### src/rtl/gcam_pkg.sv
// ----------------------------------------------------------------------------
// gcam_pkg
// Shared types and constants for the 2D grid cell area / face normal block.
// ----------------------------------------------------------------------------
package gcam_pkg;

    localparam int COORD_BITS = 24;               // Q12.12 node coordinate
    localparam int DIFF_W     = COORD_BITS + 1;   // coordinate difference
    localparam int PROD_W     = 2 * DIFF_W;       // signed product
    localparam int SUM_W      = 2 * COORD_BITS + 2; // sum of two squares
    localparam int AREA_W     = 49;               // Q25.24 area
    localparam int NORM_W     = 16;               // Q1.15 component
    localparam int NPR_W      = 11;
    localparam int ROWS_W     = 16;
    localparam int CFG_W      = 16;
    localparam int QUO_W      = 32;               // quotient, one spare top bit
    localparam int DIV_STEPS  = 31;
    localparam int SQRT_STEPS = QUO_W / 2;
    localparam int STEP_W     = 5;

    // register indexes
    localparam logic CFG_NODES_PER_ROW = 1'b0;
    localparam logic CFG_ROWS_IN_GRID  = 1'b1;

    typedef struct packed {
        logic signed [COORD_BITS-1:0] coord_x;
        logic signed [COORD_BITS-1:0] coord_y;
    } t_in_item;

    typedef struct packed {
        logic [AREA_W-1:0]        cell_area;
        logic                     area_valid;
        logic signed [NORM_W-1:0] inormal_x;
        logic signed [NORM_W-1:0] inormal_y;
        logic                     inormal_valid;
        logic signed [NORM_W-1:0] jnormal_x;
        logic signed [NORM_W-1:0] jnormal_y;
        logic                     jnormal_valid;
        logic                     grid_done;
    } t_out_item;

endpackage

### src/rtl/gcam_norm.sv
// ----------------------------------------------------------------------------
// gcam_norm
// One normal component: q = isqrt(floor(c^2 * 2^30 / s)), bit-serial divide
// (one quotient bit per cycle) then digit-serial root (one bit per cycle).
// ----------------------------------------------------------------------------
module gcam_norm (
    input  logic                               i_clk,
    input  logic                               i_rst_n,
    input  logic                               i_start,
    input  logic [gcam_pkg::SUM_W-1:0]         i_mag2,
    input  logic [gcam_pkg::SUM_W-1:0]         i_sum,
    input  logic                               i_neg,
    output logic                               o_done,
    output logic signed [gcam_pkg::NORM_W-1:0] o_comp
);

    typedef enum logic [1:0] {S_IDLE, S_DIV, S_SQRT} t_state;

    t_state                             r_state;
    logic [gcam_pkg::STEP_W-1:0]        r_cnt;
    logic [gcam_pkg::SUM_W-1:0]         r_rem;
    logic [gcam_pkg::SUM_W-1:0]         r_div;
    logic                               r_bit0;
    logic                               r_neg;
    logic                               r_zero;
    logic [gcam_pkg::QUO_W-1:0]         r_quo;
    logic [gcam_pkg::NORM_W-1:0]        r_root;
    logic [gcam_pkg::NORM_W+2:0]        r_srem;
    logic                               r_done;
    logic signed [gcam_pkg::NORM_W-1:0] r_comp;

    logic [gcam_pkg::SUM_W:0]    n_shift;
    logic                        n_dge;
    logic [gcam_pkg::SUM_W:0]    n_dsub;
    logic [gcam_pkg::NORM_W+2:0] n_ssh;
    logic [gcam_pkg::NORM_W+2:0] n_trial;
    logic                        n_sge;
    logic [gcam_pkg::NORM_W+2:0] n_ssub;
    logic [gcam_pkg::NORM_W-1:0] n_root;
    logic [gcam_pkg::NORM_W-1:0] n_comp;

    always_comb begin
        // only the first shifted-in dividend bit can be nonzero
        n_shift = {r_rem, (r_cnt == '0) ? r_bit0 : 1'b0};
        n_dge   = n_shift >= {1'b0, r_div};
        n_dsub  = n_shift - {1'b0, r_div};
        n_ssh   = {r_srem[gcam_pkg::NORM_W:0], r_quo[gcam_pkg::QUO_W-1 -: 2]};
        n_trial = {1'b0, r_root, 2'b01};
        n_sge   = n_ssh >= n_trial;
        n_ssub  = n_ssh - n_trial;
        n_root  = {r_root[gcam_pkg::NORM_W-2:0], n_sge};
        if (r_zero) begin
            n_comp = '0;
        end else if (r_neg) begin
            n_comp = -n_root;
        end else if (n_root[gcam_pkg::NORM_W-1]) begin
            n_comp = {1'b0, {(gcam_pkg::NORM_W-1){1'b1}}};   // saturate at +1
        end else begin
            n_comp = n_root;
        end
    end

    always_ff @(posedge i_clk) begin
        if (!i_rst_n) begin
            r_state <= S_IDLE;
            r_done  <= 1'b0;
            r_cnt   <= '0;
        end else begin
            r_done <= 1'b0;
            case (r_state)
                S_IDLE: begin
                    if (i_start) begin
                        r_rem   <= i_mag2 >> 1;
                        r_bit0  <= i_mag2[0];
                        r_div   <= i_sum;
                        r_neg   <= i_neg;
                        r_zero  <= (i_sum == '0);
                        r_quo   <= '0;
                        r_cnt   <= '0;
                        r_state <= S_DIV;
                    end
                end
                S_DIV: begin
                    r_rem <= n_dge ? n_dsub[gcam_pkg::SUM_W-1:0]
                                   : n_shift[gcam_pkg::SUM_W-1:0];
                    r_quo <= {r_quo[gcam_pkg::QUO_W-2:0], n_dge};
                    if (r_cnt == gcam_pkg::STEP_W'(gcam_pkg::DIV_STEPS - 1)) begin
                        r_cnt   <= '0;
                        r_root  <= '0;
                        r_srem  <= '0;
                        r_state <= S_SQRT;
                    end else begin
                        r_cnt <= r_cnt + 1'b1;
                    end
                end
                S_SQRT: begin
                    r_srem <= n_sge ? n_ssub : n_ssh;
                    r_root <= n_root;
                    r_quo  <= r_quo << 2;
                    if (r_cnt == gcam_pkg::STEP_W'(gcam_pkg::SQRT_STEPS - 1)) begin
                        r_comp  <= n_comp;
                        r_done  <= 1'b1;
                        r_state <= S_IDLE;
                    end else begin
                        r_cnt <= r_cnt + 1'b1;
                    end
                end
                default: r_state <= S_IDLE;
            endcase
        end
    end

    assign o_done = r_done;
    assign o_comp = r_comp;

endmodule

### config.mk
export PLATFORM = sky130hd
export DESIGN_NAME = gcam_norm
export DESIGN_NICKNAME = d
export VERILOG_FILES = /design/src/rtl/gcam_pkg.sv /design/src/rtl/gcam_norm.sv
export SDC_FILE = /design/constraint.sdc
export NUM_CORES = 1
export LEC_CHECK = 0
export BUFFER_PORTS_ARGS = -buffer_cell sky130_fd_sc_hd__buf_2
export CAP_MARGIN = 20
export CELL_PAD_IN_SITES_DETAIL_PLACEMENT = 1
export CELL_PAD_IN_SITES_GLOBAL_PLACEMENT = 1
export CORE_ASPECT_RATIO = 0.75
export CORE_MARGIN = 5
export CORE_UTILIZATION = 47
export CTS_CLUSTER_DIAMETER = 200
export DETAILED_ROUTE_END_ITERATION = 10
export PLACE_DENSITY = 0.9
export SYNTH_ARGS = -nofsm -noshare
export SYNTH_HDL_FRONTEND = slang
export SYNTH_SLANG_ARGS = --single-unit
### constraint.sdc
create_clock -name i_clk -period 5.4 [get_ports i_clk]
set_clock_uncertainty 0.2 [all_clocks]
set_input_delay 0.27 -clock i_clk [delete_from_list [all_inputs] [get_ports i_clk]]
set_output_delay 0.27 -clock i_clk [all_outputs]
set_load 0.05 [all_outputs]
==> flow_summary.json <==
{
  "ir_worst_vdd_uv": 270,
  "gp_congestion": 0.930,
  "ys_ff_latch": 192,
  "setup_viol": 0,
  "slew_violations": 0,
  "multi_input_area_mm2": 0.00600,
  "n_fill_cell": 2855,
  "grt_pass1_vias": 11141,
  "grt_pass1_wl_um": 61900,
  "total_power_uw": 6010,
  "antenna_left": 0,
  "period_share": 0.913,
  "antenna_found_initial": 1,
  "yosysWarningCount": 0,
  "worstHoldPathType": "in -> reg",
  "maxCapViolCount": 0,
  "grt-ovfl-total": 0,
  "dr_total_vias": 10661,
  "powerDensity_mw_per_mm2": 408,
  "cts_root_buf": "clkbuf_16",
  "die-area_mm2": 0.0294,
  "grt_util_all_layers": 0.266,
  "ios": 121,
  "clock_sinks": 192,
  "end_kind": "flip-flop",
  "die_w_um": 196,
  "max_slew_margin": 0.259,
  "seq_area_mm2": 0.00569,
  "crit_arrival_ns": 4.91,
  "post_drt_wl_per_cell_um": 22.2,
  "max_stage_delay_ns": 0.46,
  "syn_avg_cell_area_um2": 9.99,
  "syn_area_mm2": 0.0123,
  "status": "finished clean",
  "r2r_setup_slack_ns": 0.47,
  "yosysSeqAreaShare": 0.464,
  "dp_hpwl_um": 26800,
  "synth_top_area_share": 0.451,
  "p_leak_uw": 0.00617,
  "area_growth_syn_to_layout_pct": 20.2,
  "port_buffers": 120,
  "drcViolationCount": 0,
  "clock_latency_ns": 0.46,
  "timing.rr.end": "o_comp[14]",
  "postCtsSetupBuffers": 0,
  "critPathBufInv": 2,
  "postSynth.asyncResetShare": 0,
  "htreeDepth": 4,
  "cts_buffers": 17,
  "initial_core_util": 0.474,
  "ys_top_cells_by_area": "edfxtp_1, ha_1, a21oi_1",
  "core_area_mm2": 0.0258,
  "synth_top_area_cell": "edfxtp_1",
  "synth_flop_cell": "edfxtp_1",
  "tns_ns": 0,
  "rsz0062_at_grt": "false",
  "synth-edff-count": 184,
  "fin_crit_ns": 4.93,
  "clk_pin_slew_ns": 0.08,
  "fin_nets": 1591,
  "synth.most_common_cell": "edfxtp_1",
  "slowest_stage": "edfxtp_1",
  "synth_cell_type_count": 63,
  "drive_gt1_frac": 0.131,
  "syn_nets": 1410,
  "hold_viol_final": 0,
  "cp-start-kind": "flip-flop",
  "drt-initial-drc-count": 1158,
  "antenna_cells": 0,
  "vias_per_cell": 6.04,
  "cts_tree": "built",
  "synth_common_cells": "edfxtp_1, a21oi_1, nor2_1",
  "num_rows": 51,
  "crit_family": "simple AND/OR/NAND/NOR gates",
  "grt_max_degree": 60,
  "worstSetupPathType": "reg -> reg",
  "totalWireLength_um": 39200,
  "holdPathStages": 4,
  "cp_max_fo": 7,
  "crit_chain": "inv_1, ha_1, and3_1, a221o_1, a21o_1, o211ai_1, a21oi_1, o21ai_2, ha_1, nand4_1, or3_1, or3_1, inv_1, nand3_1, nor3_1, a21oi_1, o22ai_1, nor2_1",
  "whs_endpoint": "r_rem[23]",
  "max_freq_mhz": 203,
  "hp-start": "i_mag2[24]",
  "die_h_um": 150,
  "drtPass1Iterations": 5,
  "clockBufferDepth": 2,
  "crit_required_ns": 5.38,
  "worstMarginPinSlew_ns": 1.11,
  "reg2reg_from": "r_root[5]",
  "ff2ff_path_depth": 18,
  "synth_cells": 1227,
  "hold_slack_ns": 0.0224
}
==> worst max-delay path by stage <==
stage | startpoint | to | slack [ns] | depth (start not counted)
global route | r_root[5] | o_comp[14] | 0.15 | 18
floorplan | r_root[5] | o_comp[14] | 0.70 | 19
detailed placement | r_root[5] | o_comp[14] | 0.66 | 18
global placement | r_root[5] | o_comp[14] | 0.95 | 18
finish | r_root[5] | o_comp[14] | 0.47 | 18
CTS | r_root[5] | o_comp[14] | 0.51 | 18
==> state kept, by name, summed over array words and instances (netlist names) <==
name / cells
r_quo: 32
r_neg: 1
o_comp: 16
r_div: 50
r_bit0: 1
r_rem: 50
r_cnt: 5
r_srem: 17
r_zero: 1
r_state: 2
o_done: 1
r_root: 16
==> power by group <==
part	total [uW]	switching (uW)	internal [uW]
clock	1440	644	793
sequential	2080	133	1950
combinational	2490	1550	939
==> per-layer routing <==
layer	vias to the layer above	track usage	routed length [um]
met1	5218	0.360	17100
met4	2	0.0921	1090
met3	76	0.0632	3120
li1	4897	-	-
met2	468	0.421	17900
met5	-	0	13
==> cell families (layout without fill, tap and decap cells) <==
logic type               after synthesis  in the layout  share of synthesized area
AND/OR/NAND/NOR                      364            364                      0.151
AO/OA/AOI/OAI                        340            340                      0.180
flip-flops                           192            192                      0.464
buffers and inverters                154            348                     0.0495
adder cells (fa/ha/maj)               79             79                     0.0813
XOR/XNOR                              58             58                     0.0414
multiplexers                          40             40                     0.0335
==> tightest hold or removal path, stage by stage <==
cell	delay, ns
buf_2	0.07
nor2b_1	0.12
a31oi_1	0.05
o21ai_0	0.07
==> cell type report <==
class,count,area share
flip-flops and latches,192,0.386
clock buffers,17,0.0289
multi-input cells,881,0.407
inverters,90,0.0229
well taps,344,0.0292
clock inverters,15,0.0151
repair buffers,226,0.111
==> stage by stage <==
step	instances	cell area, um2	setup slack, ns	util
2_1_floorplan	1227	12300	0.701	-
3_3_place_gp	1637	13100	0.945	0.508
3_5_place_dp	1637	13100	0.664	0.508
4_1_cts	1764	14700	0.506	0.570
5_1_grt	1765	14700	0.149	0.570
6_report	1765	14700	0.468	0.570
==> cells in the final DEF (no fill, tap or decap), types with 10 or more instances in the layout <==
cell type	Yosys	final
a22o_1	29	29
inv_1	90	90
nor3_1	18	18
mux2i_1	35	35
xor2_1	27	27
buf_4	2	10
buf_2	11	121
and3_1	15	14
nor4_1	17	17
ha_1	78	77
a21o_1	51	51
nand4_1	34	34
dlygate4sd3_1	0	95
a311oi_1	10	10
a21oi_1	119	119
nand2_1	65	65
xnor2_1	31	31
nand2b_1	10	10
and2_1	24	23
a31oi_1	28	28
nor2_1	104	104
clkbuf_16	0	17
or3_1	13	13
nor2b_1	37	35
edfxtp_1	184	184
o21ai_0	39	39
==> what timing repair did <==
| action | 4_1_cts | 5_1_grt |
|---|---|---|
| endpoints found under the hold margin | 97 | 0 |
| resized for setup | 0 | 0 |
| hold buffers | 95 | 0 |
| endpoints found under the setup margin | 0 | 0 |
(Power assumes the default switching activity.)
